### src/rtl/stereo_peak_meter_hold_falloff_assert.svh
// Assertion macros shared by the stereo peak meter RTL.
// Depends on nothing; users must have clk and rst_n in scope.
`ifndef STEREO_PEAK_METER_HOLD_FALLOFF_ASSERT_SVH
`define STEREO_PEAK_METER_HOLD_FALLOFF_ASSERT_SVH
`ifndef SYNTHESIS
// Same-cycle implication, sampled on clk, off while in reset.
`define SPM_ASSERT_NOW(label, ante, cons, msg) \
    label: assert property (@(posedge clk) disable iff (!rst_n) (ante) |-> (cons)) \
        else $error(msg);
// Next-cycle implication, sampled on clk, off while in reset.
`define SPM_ASSERT_NEXT(label, ante, cons, msg) \
    label: assert property (@(posedge clk) disable iff (!rst_n) (ante) |=> (cons)) \
        else $error(msg);
`else
`define SPM_ASSERT_NOW(label, ante, cons, msg)
`define SPM_ASSERT_NEXT(label, ante, cons, msg)
`endif
`endif

### src/rtl/spm_pkg.sv
// Types and constants of the stereo peak meter.
// Depends on nothing; used by every other file of the block but the assertion header.
`timescale 1ns / 1ps

package spm_pkg;

    localparam int SAMPLE_W    = 16;
    localparam int LEVEL_W     = 12;
    localparam int ELAPSED_W   = 20;
    localparam int RATE_W      = 10;
    localparam int HOLD_W      = 9;
    localparam int CFG_DATA_W  = 10;
    localparam int CFG_INDEX_W = 1;
    localparam int HOLD_ACC_W  = 32;
    localparam int HOLD_US_W   = 26;
    localparam int DROP_W      = 11;
    localparam int FRAC_W      = 16;
    localparam int MANT_W      = 31;
    localparam int SCALE_W     = 23;
    localparam int LOG_A_W     = 20;
    localparam int PROD_W      = LOG_A_W + SCALE_W;
    localparam int NUM_W       = 31;
    localparam int STEP_W      = 4;

    // 625000 = 8 * 78125. The numerator is shifted right by three and then
    // divided by 78125 as (n * 225179982) >> 44, exact for n below 2^27.
    localparam int FALLOFF_SHIFT = 3;
    localparam int RECIP_W       = 28;
    localparam int RECIP_SHIFT   = 44;
    localparam int RECIP_PROD_W  = NUM_W - FALLOFF_SHIFT + RECIP_W;

    typedef logic signed [LEVEL_W-1:0] level_t;

    localparam level_t                 LEVEL_FLOOR   = -12'sd1536;
    localparam logic [DROP_W-1:0]      LEVEL_MAG_MAX = 11'd1536;
    // 320 * log10(2) in Q16.
    localparam logic [SCALE_W-1:0]     LOG_SCALE_Q16 = 23'd6313057;
    localparam logic [STEP_W-1:0]      LOG_INT_MAX   = 4'd15;
    localparam logic [STEP_W-1:0]      SQUARE_LAST   = 4'd15;
    localparam logic [RECIP_W-1:0]     FALLOFF_RECIP = 28'd225179982;
    localparam logic [NUM_W-1:0]       FALLOFF_HALF  = 31'd312500;
    localparam logic [16:0]            HOLD_UNIT_US  = 17'd100000;
    localparam logic [RATE_W-1:0]      FALLOFF_RESET = 10'd133;
    localparam logic [HOLD_W-1:0]      HOLD_RESET    = 9'd16;

    localparam logic [CFG_INDEX_W-1:0] REG_FALLOFF_RATE = 1'd0;
    localparam logic [CFG_INDEX_W-1:0] REG_HOLD_TIME    = 1'd1;

    // Sequencing from the top level to the lanes and the timing unit.
    typedef struct packed {
        logic accept;
        logic last;
        logic commit;
    } spm_ctrl_t;

    // What the timing unit hands to every lane for the block-end update.
    typedef struct packed {
        logic                 done;
        logic [DROP_W-1:0]    drop;
        logic [HOLD_US_W-1:0] hold_us;
        logic [ELAPSED_W-1:0] elapsed;
    } spm_time_stat_t;

    // What one lane reports to the merging stage.
    typedef struct packed {
        logic   done;
        level_t bar_next;
        level_t peak_next;
    } spm_lane_stat_t;

endpackage

### src/rtl/spm_time.sv
// Shared timing unit: bar drop from elapsed time and fall-off rate, and the
// hold threshold in microseconds. Depends on spm_pkg.
`timescale 1ns / 1ps

module spm_time import spm_pkg::*;
(
    input  logic                 clk,
    input  logic                 rst_n,
    input  spm_ctrl_t            ctrl,
    input  logic [ELAPSED_W-1:0] elapsed_us,
    input  logic [RATE_W-1:0]    falloff_rate,
    input  logic [HOLD_W-1:0]    hold_time,
    output spm_time_stat_t       stat
);

    typedef enum logic [1:0] {T_IDLE, T_MUL, T_DIV, T_DONE} phase_t;

    phase_t                  phase_reg;
    logic [ELAPSED_W-1:0]    elapsed_reg;
    logic [NUM_W-1:0]        num_reg;
    logic [DROP_W-1:0]       quot_reg;
    logic [HOLD_US_W-1:0]    hold_us_reg;

    logic [NUM_W-1:0]        scaled;
    logic [RECIP_PROD_W-1:0] recip_prod;

    assign scaled = {11'b0, elapsed_reg} * {21'b0, falloff_rate};

    // Division by 625000: drop the three low bits, then multiply by the
    // reciprocal of 78125 and keep the quotient bits.
    assign recip_prod = {{RECIP_W{1'b0}}, num_reg[NUM_W-1:FALLOFF_SHIFT]}
                      * {{(NUM_W-FALLOFF_SHIFT){1'b0}}, FALLOFF_RECIP};

    always_ff @(posedge clk or negedge rst_n)
    begin
        if (!rst_n)
        begin
            phase_reg <= T_IDLE;
        end
        else
        begin
            case (phase_reg)
                T_IDLE:
                begin
                    if (ctrl.accept && ctrl.last)
                    begin
                        phase_reg <= T_MUL;
                    end
                end
                T_MUL:
                begin
                    phase_reg <= T_DIV;
                end
                T_DIV:
                begin
                    phase_reg <= T_DONE;
                end
                T_DONE:
                begin
                    if (ctrl.commit)
                    begin
                        phase_reg <= T_IDLE;
                    end
                end
                default:
                begin
                    phase_reg <= T_IDLE;
                end
            endcase
        end
    end

    always_ff @(posedge clk)
    begin
        if (phase_reg == T_IDLE && ctrl.accept && ctrl.last)
        begin
            elapsed_reg <= elapsed_us;
        end
        if (phase_reg == T_MUL)
        begin
            num_reg     <= scaled + FALLOFF_HALF;
            hold_us_reg <= {17'b0, hold_time} * {9'b0, HOLD_UNIT_US};
        end
        if (phase_reg == T_DIV)
        begin
            quot_reg <= recip_prod[RECIP_SHIFT +: DROP_W];
        end
    end

    assign stat.done    = (phase_reg == T_DONE);
    assign stat.drop    = (quot_reg > LEVEL_MAG_MAX) ? LEVEL_MAG_MAX : quot_reg;
    assign stat.hold_us = hold_us_reg;
    assign stat.elapsed = elapsed_reg;

endmodule

### config.mk
export PLATFORM = sky130hd
export DESIGN_NAME = spm_time
export DESIGN_NICKNAME = d
export VERILOG_FILES = /design/src/rtl/stereo_peak_meter_hold_falloff_assert.svh /design/src/rtl/spm_pkg.sv /design/src/rtl/spm_time.sv
export SDC_FILE = /design/constraint.sdc
export NUM_CORES = 2
export LEC_CHECK = 0
export BUFFER_PORTS_ARGS = -buffer_cell sky130_fd_sc_hd__buf_2
export CAP_MARGIN = 20
export CORE_ASPECT_RATIO = 0.6
export CORE_MARGIN = 4
export CORE_UTILIZATION = 40
export DETAILED_ROUTE_END_ITERATION = 10
export SLEW_MARGIN = 10
export SYNTH_ARGS = -nofsm -noshare
export SYNTH_HDL_FRONTEND = slang
export SYNTH_SLANG_ARGS = --single-unit
### constraint.sdc
create_clock -name clk -period 9.7 [get_ports clk]
set_input_delay 1.455 -clock clk [delete_from_list [all_inputs] [get_ports clk]]
set_output_delay 1.455 -clock clk [all_outputs]
set_load 0.01 [all_outputs]
# Yosys cells after proc, flatten, opt, wreduce, memory -nomap -nowiden

Index checks and enable logic that the tools add are counted.

Output and inout bits: 58
Flip-flop bits (word level): 85
Input port bits: 44

Multiply operators: 3
Reductions and logical operators: 5
Multiplexer cells: 4
Order comparisons: 1
$add $sub $neg: 1
Equality and inequality tests: 5

Operators with widths:

| cell                   | number |
|---|---|
| $mul 28x27->54 const B | 1 |
| $add 30x19->31 const B | 1 |
| $mul 20x10->30         | 1 |
| $mul 9x12->21 const B  | 1 |
| $gt 11x11->1 const B   | 1 |
| $mux 11                | 1 |
| $pmux 2 s4             | 1 |
| $eq 2x2->1 const B     | 2 |
| $mux 2                 | 2 |
| $ne 2x2->1 const B     | 2 |
| $logic_and 1x1->1      | 3 |
| $eq 2x1->1 const B     | 1 |
| $logic_not 2->1        | 1 |
| $reduce_and 2->1       | 1 |

# Longest topological paths before layout

Word-level depth: 3
Mapped depth: 22

# Worst setup path after synthesis

No wires, ideal clock.

Kind: in2reg
From: input falloff_rate[1]
To: register num_reg[26], data pin
Data arrival time: 6336 ps
Path slack: 3095 ps
Setup time: 269 ps
Data required time: 9431 ps
Cell stages on the path: 20
Buffers on the path: 2
Cell sequence: clkbuf_1 clkbuf_1 nand2_1 fa_1 inv_1 fa_1 fa_1 fa_1 inv_1 fa_1 inv_1 ha_1 o21a_1 o21ai_0 nand2b_1 a41oi_1 o21ba_2 nand2b_1 a2111oi_0 nor3_1

Cells in the longest elaborated chain, start to end: 2

Ends and longest elaborated chain:

| what                   | RTL line       | RTL |
|---|---|---|
| start: declaration     | spm_time.sv:11 | `input logic [RATE_W-1:0] falloff_rate,` |
| $mul 20x10->30         | spm_time.sv:27 | `assign scaled = {11'b0, elapsed_reg} * {21'b0, falloff_rate};` |
| $add 30x19->31         | spm_time.sv:81 | `num_reg <= scaled + FALLOFF_HALF;` |
| end signal: assignment | spm_time.sv:81 |  |
| end: declaration       | spm_time.sv:20 | `logic [NUM_W-1:0] num_reg;` |

Every way passes these cells.
A chain may end at the register's enable or synchronous reset.

# Worst setup path after layout

From: register num_reg[6]
To: register quot_reg[9], data pin

Cells in the longest elaborated chain, start to end: 1

Ends and longest elaborated chain:

| what                   | RTL line       | RTL |
|---|---|---|
| $mul 28x27->54         | spm_time.sv:32 | `* {{(NUM_W-FALLOFF_SHIFT){1'b0}}, FALLOFF_RECIP};` |
| via recip_prod[53]     | spm_time.sv:25 | `logic [RECIP_PROD_W-1:0] recip_prod;` |
| end signal: assignment | spm_time.sv:86 | `quot_reg <= recip_prod[RECIP_SHIFT +: DROP_W];` |
| end: declaration       | spm_time.sv:21 | `logic [DROP_W-1:0] quot_reg;` |

The timed path passes the listed nets, and every way through them passes these cells.

==> results by stage <==
Global route:
- The largest net degree at the start of global routing is 50.
- The first global-routing pass estimated 103,000 um of wire.
- The met3 demand-to-capacity share in global routing is 8.88%.
- The met1 track demand over resource is 33.0%.
- The number of global-route vias before repair is 17,200.
- For this run the aggregate overflow at the end of global routing stands at 0.
- In the global route stage, met2 resource usage came out at 26.5%.
- The layer flagged by global routing as most heavily used is met1.
- The initial antenna violation count came to 0.
- The total routing usage reported by global routing is 20.8%.

Setup path:
- The endpoint arrival time on the critical path is 7.24 ns.
- The launching point of the worst reg2reg path is num_reg[6].
- The worst setup path is captured at a register.
- The kind of cell with the highest combined delay along the critical path is adder cells.
- The number of buffer and inverter stages on the critical path is 6.
- The signal on the critical path passes through fa_1, inv_1, fa_1, inv_1, fa_1, inv_1, fa_1, inv_1, fa_1, fa_1, inv_1, fa_1, inv_1, ha_1, nand2_1, o211ai_1, a21oi_1, nor2b_1, o311a_1, o2111a_1, or4_1, o311ai_1.
- The worst flop-to-flop path endpoint is quot_reg[9].
- The highest net fanout along the worst path is 9.
- The largest single stage delay on the critical path is 0.69 ns.
- By startpoint and endpoint, the worst setup path is classified as register to register.
- Counting cells, the worst reg-to-reg path comes to 22.
- The slowest library cell on the worst path is fa_1.
- The cell type with the highest occurrence count on the critical path is fa_1.
- In this run the register-to-register setup slack is 2.66 ns.
- The critical path launch point type is a register.
- Data on the critical path is required at its endpoint by 9.91 ns.
- The critical path runs through a total of 22 cells.

Timing:
- Of the available clock period, the critical path in the final layout requires 72.5%.
- After layout, the worst setup slack is 2.66 ns.
- The transition time of the tightest slew-check pin is 0.746 ns.
- Setup violations remaining at the end of the flow were counted as 0.
- Counting I/O delays and the setup requirement, the final critical path takes 7.04 ns.
- For the final database, setup skew stands at 0.00949 ns.
- After routing, the total negative slack on setup checks comes to 0 ns.
- The max-slew violation count is 0.
- Setup repair after global routing left no endpoint under its margin.
- Static timing analysis puts the maximum clock frequency at 142 MHz.
- The tightest slew margin relative to the limit is 49.9%.
- The hold violation total from the final report was 0.

Floorplanning:
- The chip height is 200 um.
- The standard-cell row count is 70.
- The initial utilization of the core area, before any placement, comes to 40.4%.
- The number of top-level design ports is 102.
- The chip width is 328 um.
- The area of the die is 65,600 um2.
- The area inside the core boundary is 60,900 um2.

Layout:
- From synthesis to final layout, the design area changed by 6.57%.
- Registers take 2450 um2.
- Of the cells placed in the final design, the portion with a size suffix greater than 1 is 5.10%.
- Summing all non-filler instances in the final layout gives an area of 26,200 um2.
- Fill cells in the final layout number 5,924.
- In the final layout, the multi-input gates occupy 19,000 um2.
- The total inserted antenna cells is 0.
- At the end of the flow, the number of nets in the layout was 3,460.
- The register with the most flip-flops in the layout has 28 of them.

Min path:
- The startpoint identified for the worst hold timing path is phase_reg[1].
- The hold path depth is 2.
- The sink of the worst hold path is phase_reg[1].
- The tightest min-delay check is of the register to register type.

Synth:
- A synthesized cell averages 10.1 um2.
- The count of warnings emitted by yosys is 0.
- In this run the cell area of the synthesized design comes to 24,600 um2.
- In the synthesized netlist the async set-or-reset flop fraction comes to 2.44%.
- Summed over all instances, the cell type with the most area after synthesis is fa_1.
- In this run, synthesis inferred 80 flip-flops with an integrated enable.
- The top cell type by area accounts for 43.0% of the synthesized area.
- After synthesis, the cell types taking the most area are fa_1 43%, ha_1 19%, inv_1 12%.
- The synthesized flop and latch total is 82.
- The most used flip-flop cell after synthesis is edfxtp_1.
- The sequential element share of the synthesized area is 9.97%.
- The library cell with the highest instance count after synthesis is inv_1.
- The synthesized instance count is 2,441.
- By count the netlist is led by 773 x inv_1, 528 x fa_1, 383 x ha_1, 153 x nand2_1, 83 x and2_1.
- Counting distinct cell types in the post-synthesis netlist gives 64.

Place:
- Prior to clock tree synthesis, the placed netlist has a worst setup slack of 2.70 ns.
- After detailed placement, the total cell area comes to 25,900 um2.
- The count of buffers added on input and output ports is 96.
- The placer's final routability congestion estimate is 1.06.
- The final HPWL from detailed placement is 59,700 um.

Routing:
- The sum of routed wire length over all layers is 66,000 um.
- Once detail routing completed, the nets flagged for antenna violations numbered 0.
- The via count normalized by instance count is 4.97.
- The iteration count of the initial detailed-routing pass is 5.
- The mean routed wirelength per cell is 19.8 um.
- The initial detailed-routing violation count is 1,118.
- The count of vias placed by the detailed router is 16,600.
- The post-route DRC violation count is 0.

Clock tree:
- No sink is reached through more buffers than the 2 on the longest clock path.
- The TritonCTS buffer count is 9.
- Hold repair after CTS inserted 0 buffers.
- Once the clock tree was built, the setup fixing pass inserted 0 buffers.
- After clock tree synthesis, the clock-pin slew on the worst setup and hold paths is 0.07 ns.
- The H-tree generated during clock tree synthesis spans 3 levels.
- The number of clock sinks seen by CTS is 82.
- The insertion delay to the later sink of the worst-skew pair is 0.38 ns.
- TritonCTS built the clock tree.
- CTS placed an instance of clkbuf_16 at the clock tree root.
- In this run, post-CTS repair resized a total of 0 instances.

Run status:
- The flow ran to the end, and the final reports show no timing, DRC or antenna violations.

Job:
- Across the run, the number of max-cap violations was 0.
[logic make-up (layout without fill, tap and decap cells)]
logic type	Yosys count	in the layout	synth area share, %
buf+inv	822	887	12.6
xor+xnor	55	55	1.96
simple gates	355	355	7.15
flops	82	82	9.97
mux	2	2	0.0814
other cells	1	5	0.0153
compound gates	213	213	5.72
fa+ha+maj	911	911	62.5
[cells in the final DEF, fill, tap and decap left out, types with 17 or more instances in the layout]
master | Yosys | routed
a21oi_1 | 68 | 68
ha_1 | 383 | 382
nor2_1 | 27 | 27
edfxtp_1 | 80 | 80
xor2_1 | 18 | 18
and2_1 | 83 | 83
nand2_1 | 153 | 153
xnor2_1 | 37 | 37
inv_1 | 773 | 773
a21o_1 | 44 | 44
fa_1 | 528 | 528
nor2b_1 | 17 | 17
o21ai_0 | 24 | 24
buf_2 | 1 | 96
[final cells by class]
| class | instances | area share, % |
|---|---|---|
| repair buffers | 98 | 1.89 |
| multi-input cells | 1541 | 72.7 |
| clock inverters | 6 | 0.158 |
| clock buffers | 10 | 0.874 |
| flip-flops and latches | 82 | 9.36 |
| well taps | 828 | 3.95 |
| inverters | 773 | 11.1 |
[worst min-delay path, cell delays in order, from the launching register on]
cell	delay, ns
dfrtp_1	0.38
inv_1	0.10
o21ai_0	0.16
[per-stage QoR]
stage | utilization [%] | hold WS (ns) | std cells
3_3_place_gp | 42.6 | 0.624 | 3322
3_5_place_dp | 42.6 | 0.661 | 3322
2_1_floorplan | - | 0.595 | 2445
6_report | 43.1 | 0.676 | 3338
5_1_grt | 43.1 | 0.715 | 3338
4_1_cts | 43.1 | 0.683 | 3338
[layer usage]
layer	share of wire [%]	up-vias
li1	-	7480
met1	49	8498
met2	38	588
met3	13	23
met4	0.50	0
met5	0	-
[worst max-delay path by stage]
stage          slack [ns]             from          end
2_1_floorplan        3.09  falloff_rate[1]  num_reg[26]
3_3_place_gp         2.73       num_reg[6]  quot_reg[9]
3_5_place_dp         2.70       num_reg[6]  quot_reg[9]
4_1_cts              2.69       num_reg[6]  quot_reg[9]
5_1_grt              2.37       num_reg[6]  quot_reg[9]
6_report             2.66       num_reg[6]  quot_reg[9]
Power is left out: the tool's default activity adds up to more than one toggle a clock period on the data nets, which glitch-free logic cannot reach.
