[src/rtl/stereo_peak_meter_hold_falloff_assert.svh]
// Assertion macros shared by the stereo peak meter RTL.
// Depends on nothing; users must have clk and rst_n in scope.
`ifndef STEREO_PEAK_METER_HOLD_FALLOFF_ASSERT_SVH
`define STEREO_PEAK_METER_HOLD_FALLOFF_ASSERT_SVH
`ifndef SYNTHESIS
// Same-cycle implication, sampled on clk, off while in reset.
`define SPM_ASSERT_NOW(label, ante, cons, msg) \
    label: assert property (@(posedge clk) disable iff (!rst_n) (ante) |-> (cons)) \
        else $error(msg);
// Next-cycle implication, sampled on clk, off while in reset.
`define SPM_ASSERT_NEXT(label, ante, cons, msg) \
    label: assert property (@(posedge clk) disable iff (!rst_n) (ante) |=> (cons)) \
        else $error(msg);
`else
`define SPM_ASSERT_NOW(label, ante, cons, msg)
`define SPM_ASSERT_NEXT(label, ante, cons, msg)
`endif
`endif

[src/rtl/spm_pkg.sv]
// Types and constants of the stereo peak meter.
// Depends on nothing; used by every other file of the block but the assertion header.
`timescale 1ns / 1ps

package spm_pkg;

    localparam int SAMPLE_W    = 16;
    localparam int LEVEL_W     = 12;
    localparam int ELAPSED_W   = 20;
    localparam int RATE_W      = 10;
    localparam int HOLD_W      = 9;
    localparam int CFG_DATA_W  = 10;
    localparam int CFG_INDEX_W = 1;
    localparam int HOLD_ACC_W  = 32;
    localparam int HOLD_US_W   = 26;
    localparam int DROP_W      = 11;
    localparam int FRAC_W      = 16;
    localparam int MANT_W      = 31;
    localparam int SCALE_W     = 23;
    localparam int LOG_A_W     = 20;
    localparam int PROD_W      = LOG_A_W + SCALE_W;
    localparam int NUM_W       = 31;
    localparam int STEP_W      = 4;

    // 625000 = 8 * 78125. The numerator is shifted right by three and then
    // divided by 78125 as (n * 225179982) >> 44, exact for n below 2^27.
    localparam int FALLOFF_SHIFT = 3;
    localparam int RECIP_W       = 28;
    localparam int RECIP_SHIFT   = 44;
    localparam int RECIP_PROD_W  = NUM_W - FALLOFF_SHIFT + RECIP_W;

    typedef logic signed [LEVEL_W-1:0] level_t;

    localparam level_t                 LEVEL_FLOOR   = -12'sd1536;
    localparam logic [DROP_W-1:0]      LEVEL_MAG_MAX = 11'd1536;
    // 320 * log10(2) in Q16.
    localparam logic [SCALE_W-1:0]     LOG_SCALE_Q16 = 23'd6313057;
    localparam logic [STEP_W-1:0]      LOG_INT_MAX   = 4'd15;
    localparam logic [STEP_W-1:0]      SQUARE_LAST   = 4'd15;
    localparam logic [RECIP_W-1:0]     FALLOFF_RECIP = 28'd225179982;
    localparam logic [NUM_W-1:0]       FALLOFF_HALF  = 31'd312500;
    localparam logic [16:0]            HOLD_UNIT_US  = 17'd100000;
    localparam logic [RATE_W-1:0]      FALLOFF_RESET = 10'd133;
    localparam logic [HOLD_W-1:0]      HOLD_RESET    = 9'd16;

    localparam logic [CFG_INDEX_W-1:0] REG_FALLOFF_RATE = 1'd0;
    localparam logic [CFG_INDEX_W-1:0] REG_HOLD_TIME    = 1'd1;

    // Sequencing from the top level to the lanes and the timing unit.
    typedef struct packed {
        logic accept;
        logic last;
        logic commit;
    } spm_ctrl_t;

    // What the timing unit hands to every lane for the block-end update.
    typedef struct packed {
        logic                 done;
        logic [DROP_W-1:0]    drop;
        logic [HOLD_US_W-1:0] hold_us;
        logic [ELAPSED_W-1:0] elapsed;
    } spm_time_stat_t;

    // What one lane reports to the merging stage.
    typedef struct packed {
        logic   done;
        level_t bar_next;
        level_t peak_next;
    } spm_lane_stat_t;

endpackage

[src/rtl/spm_lane.sv]
// One meter channel: running maximum, iterative log conversion, bar and
// peak state. Depends on spm_pkg.
`timescale 1ns / 1ps

module spm_lane import spm_pkg::*;
(
    input  logic                       clk,
    input  logic                       rst_n,
    input  spm_ctrl_t                  ctrl,
    input  logic signed [SAMPLE_W-1:0] sample,
    input  spm_time_stat_t             tstat,
    output spm_lane_stat_t             stat
);

    typedef enum logic [2:0] {L_IDLE, L_NORM, L_SQUARE, L_SCALE, L_DONE} phase_t;

    phase_t                 phase_reg;
    logic [STEP_W-1:0]      cnt_reg;
    logic [SAMPLE_W-1:0]    block_max_reg;
    level_t                 bar_reg;
    level_t                 peak_reg;
    logic [HOLD_ACC_W-1:0]  hold_reg;

    logic [SAMPLE_W-1:0]    m_reg;
    logic [MANT_W-1:0]      x_reg;
    logic [STEP_W-1:0]      exp_reg;
    logic [FRAC_W-1:0]      frac_reg;
    logic [PROD_W-1:0]      prod_reg;

    logic [SAMPLE_W:0]      mag_wide;
    logic [SAMPLE_W-1:0]    mag;
    logic [SAMPLE_W-1:0]    max_next;
    logic [STEP_W-1:0]      exp_val;
    logic [MANT_W-1:0]      x_base;
    logic [MANT_W-1:0]      x_norm;
    logic [2*MANT_W-1:0]    sq;
    logic [MANT_W:0]        sq_top;
    logic [LOG_A_W-1:0]     a_val;
    logic [PROD_W:0]        rounded;
    logic [LEVEL_W-1:0]     q_raw;
    logic [DROP_W-1:0]      q_clamp;
    level_t                 level;
    logic signed [LEVEL_W:0] bar_dec;
    level_t                 bar_floor;
    level_t                 bar_new;
    logic [HOLD_ACC_W:0]    hold_sum;
    logic [HOLD_ACC_W-1:0]  hold_sat;
    logic                   replace;
    level_t                 peak_new;
    logic [HOLD_ACC_W-1:0]  hold_new;

    // The most negative sample wraps to 0x8000, which is full scale.
    assign mag_wide = sample[SAMPLE_W-1] ? ((SAMPLE_W+1)'(0) - {sample[SAMPLE_W-1], sample})
                                         : {1'b0, sample};
    assign mag      = mag_wide[SAMPLE_W-1:0];
    assign max_next = (mag > block_max_reg) ? mag : block_max_reg;

    always_comb
    begin
        exp_val = '0;
        for (int i = 0; i < SAMPLE_W; i++)
        begin
            if (m_reg[i])
            begin
                exp_val = STEP_W'(i);
            end
        end
    end

    // Mantissa in Q30, leading one at bit 30.
    assign x_base = {m_reg, {(MANT_W-SAMPLE_W){1'b0}}};
    assign x_norm = x_base << (LOG_INT_MAX - exp_val);

    // One fraction bit of log2 per squaring.
    assign sq     = x_reg * x_reg;
    assign sq_top = sq[2*MANT_W-1:MANT_W-1];

    assign a_val  = {LOG_INT_MAX - exp_reg, {FRAC_W{1'b0}}} - {{STEP_W{1'b0}}, frac_reg};

    assign rounded = {1'b0, prod_reg} + ((PROD_W+1)'(1) << 31);
    assign q_raw   = rounded[PROD_W:32];
    assign q_clamp = (q_raw > {1'b0, LEVEL_MAG_MAX}) ? LEVEL_MAG_MAX : q_raw[DROP_W-1:0];
    assign level   = (m_reg == '0) ? LEVEL_FLOOR
                                   : level_t'(LEVEL_W'(0) - {1'b0, q_clamp});

    assign bar_dec   = {bar_reg[LEVEL_W-1], bar_reg} - $signed({2'b0, tstat.drop});
    assign bar_floor = (bar_dec < $signed({LEVEL_FLOOR[LEVEL_W-1], LEVEL_FLOOR}))
                       ? LEVEL_FLOOR : level_t'(bar_dec[LEVEL_W-1:0]);
    assign bar_new   = (level > bar_floor) ? level : bar_floor;

    assign hold_sum = {1'b0, hold_reg} + {{(HOLD_ACC_W+1-ELAPSED_W){1'b0}}, tstat.elapsed};
    assign hold_sat = hold_sum[HOLD_ACC_W] ? '1 : hold_sum[HOLD_ACC_W-1:0];
    assign replace  = (level > peak_reg)
                   || (hold_sat > {{(HOLD_ACC_W-HOLD_US_W){1'b0}}, tstat.hold_us});
    assign peak_new = replace ? level : peak_reg;
    assign hold_new = replace ? '0 : hold_sat;

    always_ff @(posedge clk or negedge rst_n)
    begin
        if (!rst_n)
        begin
            phase_reg     <= L_IDLE;
            cnt_reg       <= '0;
            block_max_reg <= '0;
            bar_reg       <= LEVEL_FLOOR;
            peak_reg      <= LEVEL_FLOOR;
            hold_reg      <= '1;
        end
        else
        begin
            if (ctrl.accept)
            begin
                block_max_reg <= ctrl.last ? '0 : max_next;
            end
            case (phase_reg)
                L_IDLE:
                begin
                    if (ctrl.accept && ctrl.last)
                    begin
                        phase_reg <= L_NORM;
                    end
                end
                L_NORM:
                begin
                    cnt_reg   <= '0;
                    phase_reg <= L_SQUARE;
                end
                L_SQUARE:
                begin
                    cnt_reg <= cnt_reg + 1'b1;
                    if (cnt_reg == SQUARE_LAST)
                    begin
                        phase_reg <= L_SCALE;
                    end
                end
                L_SCALE:
                begin
                    phase_reg <= L_DONE;
                end
                L_DONE:
                begin
                    if (ctrl.commit)
                    begin
                        bar_reg   <= bar_new;
                        peak_reg  <= peak_new;
                        hold_reg  <= hold_new;
                        phase_reg <= L_IDLE;
                    end
                end
                default:
                begin
                    phase_reg <= L_IDLE;
                end
            endcase
        end
    end

    always_ff @(posedge clk)
    begin
        case (phase_reg)
            L_IDLE:
            begin
                if (ctrl.accept && ctrl.last)
                begin
                    m_reg <= max_next;
                end
            end
            L_NORM:
            begin
                x_reg    <= x_norm;
                exp_reg  <= exp_val;
                frac_reg <= '0;
            end
            L_SQUARE:
            begin
                x_reg    <= sq_top[MANT_W] ? sq_top[MANT_W:1] : sq_top[MANT_W-1:0];
                frac_reg <= {frac_reg[FRAC_W-2:0], sq_top[MANT_W]};
            end
            L_SCALE:
            begin
                prod_reg <= {{SCALE_W{1'b0}}, a_val} * {{LOG_A_W{1'b0}}, LOG_SCALE_Q16};
            end
            default:
            begin
            end
        endcase
    end

    assign stat.done      = (phase_reg == L_DONE);
    assign stat.bar_next  = bar_new;
    assign stat.peak_next = peak_new;

endmodule

[config.mk]
export PLATFORM = sky130hd
export DESIGN_NAME = spm_lane
export DESIGN_NICKNAME = d
export VERILOG_FILES = /design/src/rtl/stereo_peak_meter_hold_falloff_assert.svh /design/src/rtl/spm_pkg.sv /design/src/rtl/spm_lane.sv
export SDC_FILE = /design/constraint.sdc
export NUM_CORES = 2
export LEC_CHECK = 0
export BUFFER_PORTS_ARGS = -buffer_cell sky130_fd_sc_hd__buf_2
export CAP_MARGIN = 20
export CELL_PAD_IN_SITES_DETAIL_PLACEMENT = 0
export CELL_PAD_IN_SITES_GLOBAL_PLACEMENT = 1
export CORE_MARGIN = 3
export CORE_UTILIZATION = 45
export DETAILED_ROUTE_END_ITERATION = 6
export PLACE_DENSITY_LB_ADDON = 0.1
export SLEW_MARGIN = 20
export SYNTH_ARGS = -nofsm -noshare
export SYNTH_HDL_FRONTEND = slang
export SYNTH_SLANG_ARGS = --single-unit
[constraint.sdc]
create_clock -name clk -period 12.6 [get_ports clk]
set_clock_uncertainty 0.1 [all_clocks]
set_input_delay 0.63 -clock clk [delete_from_list [all_inputs] [get_ports clk]]
set_output_delay 0.63 -clock clk [all_outputs]
set_load 0.005 [all_outputs]
Yosys cells after proc, flatten, opt, wreduce, memory -nomap -nowiden. Cells that the tools add are included.

Add/subtract/negate cells: 9. Multipliers: 2. Magnitude comparators: 6. Eq/ne operators: 8. Shift operators: 1. Muxes and demuxes: 33. Reduce and logical (&&, ||, !) cells: 8.

Operators with widths (number): two-way mux 32 bit (2); multiplier 31 x 31 -> 62 bit (1); one-hot mux 31 bit (2 select lines) (1); two-way mux 4 bit (13); two-way mux 12 bit (4); two-way mux 16 bit (3); adder 43 x 32 -> 44 bit (second input constant) (1); multiplier 20 x 23 -> 43 bit (second input constant) (1); adder 32 x 20 -> 33 bit (1); > comparator 32 x 26 -> 1 bit (1); one-hot mux 16 bit (2 select lines) (1); two-way mux 31 bit (1); left shift 31 x 4 -> 31 bit (1); > comparator 12 bit (2); subtractor 20 x 16 -> 20 bit (1); > comparator 16 bit (1); logical NOT 16 bit (1); subtractor 1 x 16 -> 16 bit (first input constant) (1); one-hot mux 3 bit (5 select lines) (1); less-than comparator 13 x 12 -> 1 bit (second input constant) (1); subtractor 12 x 12 -> 13 bit (1); > comparator 12 x 11 -> 1 bit (second input constant) (1); subtractor 1 x 11 -> 12 bit (first input constant) (1); two-way mux 11 bit (1); other kinds (17) (24).

Flip-flop bits (word level): 189. Word-level logic and storage cells: 78.

Depth between registers and ports, before layout.
Depth after elaboration: 18. Gate-level depth with buffers: 33.

Worst setup path after synthesis. OpenSTA, ideal clock, no wires.

Path type: register -> register. Start: register x_reg[4]. End: register x_reg[16], data pin. Arrival: 7789 ps. Required time: 12232 ps. Setup slack: 4443 ps. Cell stages (with the launch flop): 31. Cell sequence: edfxtp_1 clkbuf_1 clkbuf_1 nand2_1 fa_1 inv_1 fa_1 fa_1 inv_1 fa_1 inv_1 fa_1 inv_1 fa_1 inv_1 fa_1 inv_1 fa_1 inv_1 ha_1 nand2_1 o21bai_1 a2111o_1 a211oi_2 nor2_2 o2111ai_4 nand2_4 o311a_4 clkbuf_1 nor3_1 o22ai_1.

Longest elaborated chain between the ends: 3.

RTL lines: start, declared (line spm_lane.sv:25) `logic [MANT_W-1:0] x_reg;`; start signal, assigned (line spm_lane.sv:170) `x_reg <= x_norm;`; start signal, assigned (line spm_lane.sv:176) `x_reg <= sq_top[MANT_W] ? sq_top[MANT_W:1] : sq_top[MANT_W-1:0];`; multiplier 31 x 31 -> 62 bit (line spm_lane.sv:75) `assign sq = x_reg * x_reg;`; two-way mux 31 bit (line spm_lane.sv:176); one-hot mux 31 bit (2 select lines) (line spm_lane.sv:160) `case (phase_reg)`.

No other way between the ends. A chain may end at the register's enable or synchronous reset.

Worst setup path in the final report.
Start: register x_reg[7]. End: register x_reg[21], data pin.

The elaborated chain is that of the path after synthesis.

==> out/metrics.cfg <==
[run_status]
status = completed

[clock_tree]
cts_buffers = 17
clock-root-buffer = clkbuf_16
clk_latency_ns = 0.44
h-tree-depth = 4
ctsResizeCount = 0
cts_hold_buf = 0
clk_pin_slew_worst_paths_ns = 0.07
cts.sinks = 158
cts_tree = done
cts.path.max_buffers = 2
post_cts_buffers = 0

[synth]
synth_cell_type_count = 98
syn_nets = 6345
synthArstFlopShare_pct = 50.0
synth_ff_type = edfxtp_1
yosys_warnings = 0
synth_seq_area_share_pct = 9.78
synth.avg_cell_area_sq_um = 9.24
synth-edff-count = 79
syn-cell-area_sq_um = 44900
ys_ff_latch = 158
syn-instance-count = 4863

[sta]
fin_crit_sh_pct = 79.2
fmax_ghz = 0.100
tightest_slew_ns = 1.09
setup_viol = 0
slew_headroom_pct = 27.5
hold_viol = 0
rsz0062_at_grt = no
min_period_ns = 9.98
tns_ns = 0
drv_slew = 0

[floorplan]
core-area_sq_um = 98700
chipWidth_microns = 322
start_util_pct = 45.5
io_pins = 104
die_h_microns = 322
rows = 115
dieArea_sq_um = 104000

[routing]
drtAntennaViolNets = 0
vias = 31700
drt-wirelength-per-cell_microns = 19.0
postRouteWirelength_mm = 117
drt-vias-per-instance = 5.13
drtIter0Drc = 1634
drcViolationCount = 0
dr.pass1.iters = 7

[flow_run]
maxCapViolCount = 0

[cells_and_area]
fin_util_pct = 48.1
most-common-layout-cells = inv_1 (1224), fa_1 (831), ha_1 (572)
largest_register_ffs = 32
syn2layout_area_growth_pct = 5.57
num-fill-cells = 9709
fin_cells = 6182
finalNetCount = 6361
drive_above_1_share_pct = 6.30
final_common_cell = inv_1

[setup_path]
ff2ff_path_depth = 26
crit_start = x_reg[7]
path_max_fanout = 27
worst_path_max_delay_cell = edfxtp_1
crit_top_cell = fa_1
cp.arrival_ns = 10.07
slowest_delay_ns = 0.98
critPathLaunchType = flop
r2r_start = x_reg[7]
worst-path-buf-inv = 6
worstSetupPathType = reg -> reg
required_ns = 12.70
rr_endpoint = x_reg[21]
crit_family = adder cells
end_kind = flop
reg2reg_slack_ns = 2.62

[global_routing]
antenna_found_initial = 7
grt_max_degree = 61
grt_pass1_vias = 33600
grt.total_usage_pct = 23.5
grt_pass1_wl_mm = 189
gr-total-overflow = 0

[placement]
io_buffer_count = 102
dp.cells = 6146
hpwl_mm = 95.5
gp_congestion = 0.862

[worst_hold_path]
hold_class = in -> async

cells by family (layout without fill, tap and decap cells):
family	after synthesis	after routing	share of synthesized area, %
adder cells (fa/ha/maj)	1403	1403	53.0
buffers and inverters	1390	1419	11.7
AND/OR/NAND/NOR	1109	1109	12.2
AO/OA/AOI/OAI	593	593	8.97
flip-flops	158	158	9.78
XOR/XNOR	141	141	2.75
multiplexers	69	69	1.67
other	0	3	0
per-stage QoR:
| step | setup slack (ns) | instance area [sq um] | hold slack (ns) |
|---|---|---|---|
| after floorplan | 4.44 | 44900 | 0.234 |
| after global routing | 2.18 | 47400 | 0.0319 |
| after global placement | 2.68 | 46800 | 0.363 |
| final | 2.62 | 47400 | 0.0266 |
| after detailed placement | 2.60 | 46800 | 0.367 |
| after CTS | 2.56 | 47400 | 0.0148 |
worst max-delay path by stage:
stage / endpoint / slack (ns) / cells after the start
after floorplan: x_reg[16] / 4.44 / 30
after global placement: x_reg[21] / 2.68 / 26
after detailed placement: x_reg[21] / 2.60 / 26
after CTS: x_reg[21] / 2.56 / 26
after global routing: x_reg[21] / 2.18 / 26
final: x_reg[21] / 2.62 / 26
layer usage:
metal	vias up	wire (microns)	global-route usage [%]
met5	-	0	0
met4	0	1490	3.53
met3	67	3280	1.22
met2	514	55300	39.1
met1	15800	57300	34.6
li1	15300	-	-
synth_stat cells (all sizes together), types with 39 or more instances:
library cell,instances,share of area (%)
clkbuf,147,1.2
nand4,42,0.62
o21ai,118,1.3
nand2,438,3.7
and2,229,3.2
dfrtp,43,2.4
fa,831,37
o31ai,39,0.67
nor2,152,1.3
a21o,66,1.1
edfxtp,79,5.3
nand3,63,0.73
a21oi,154,1.7
ha,572,16
xor2,53,1.0
inv,1225,10
xnor2,88,1.7
worst register-to-register path: cells and delay by family, from the launching register on:
family                     cells  cell delay (ns)
and+or+nand+nor                4             0.80
adders and majority gates      9             4.02
DFF                            1             0.98
AOI/OAI and AO/OA              7             2.84
buffers and inverters          6             0.97
area by class of cell:
class | count | area (sq um) | share of cell area (%)
Tap cell | 1287 | 1610 | 3.39
Multi-Input combinational cell | 3315 | 35300 | 74.4
Antenna cell | 3 | 7.51 | 0.0158
Timing Repair Buffer | 161 | 960 | 2.02
Clock inverter | 15 | 138 | 0.290
Sequential cell | 158 | 4390 | 9.26
Inverter | 1226 | 4600 | 9.70
Clock buffer | 17 | 425 | 0.897
Power is left out: the tool's default activity adds up to more than one toggle a clock period on the data nets, which glitch-free logic cannot reach.
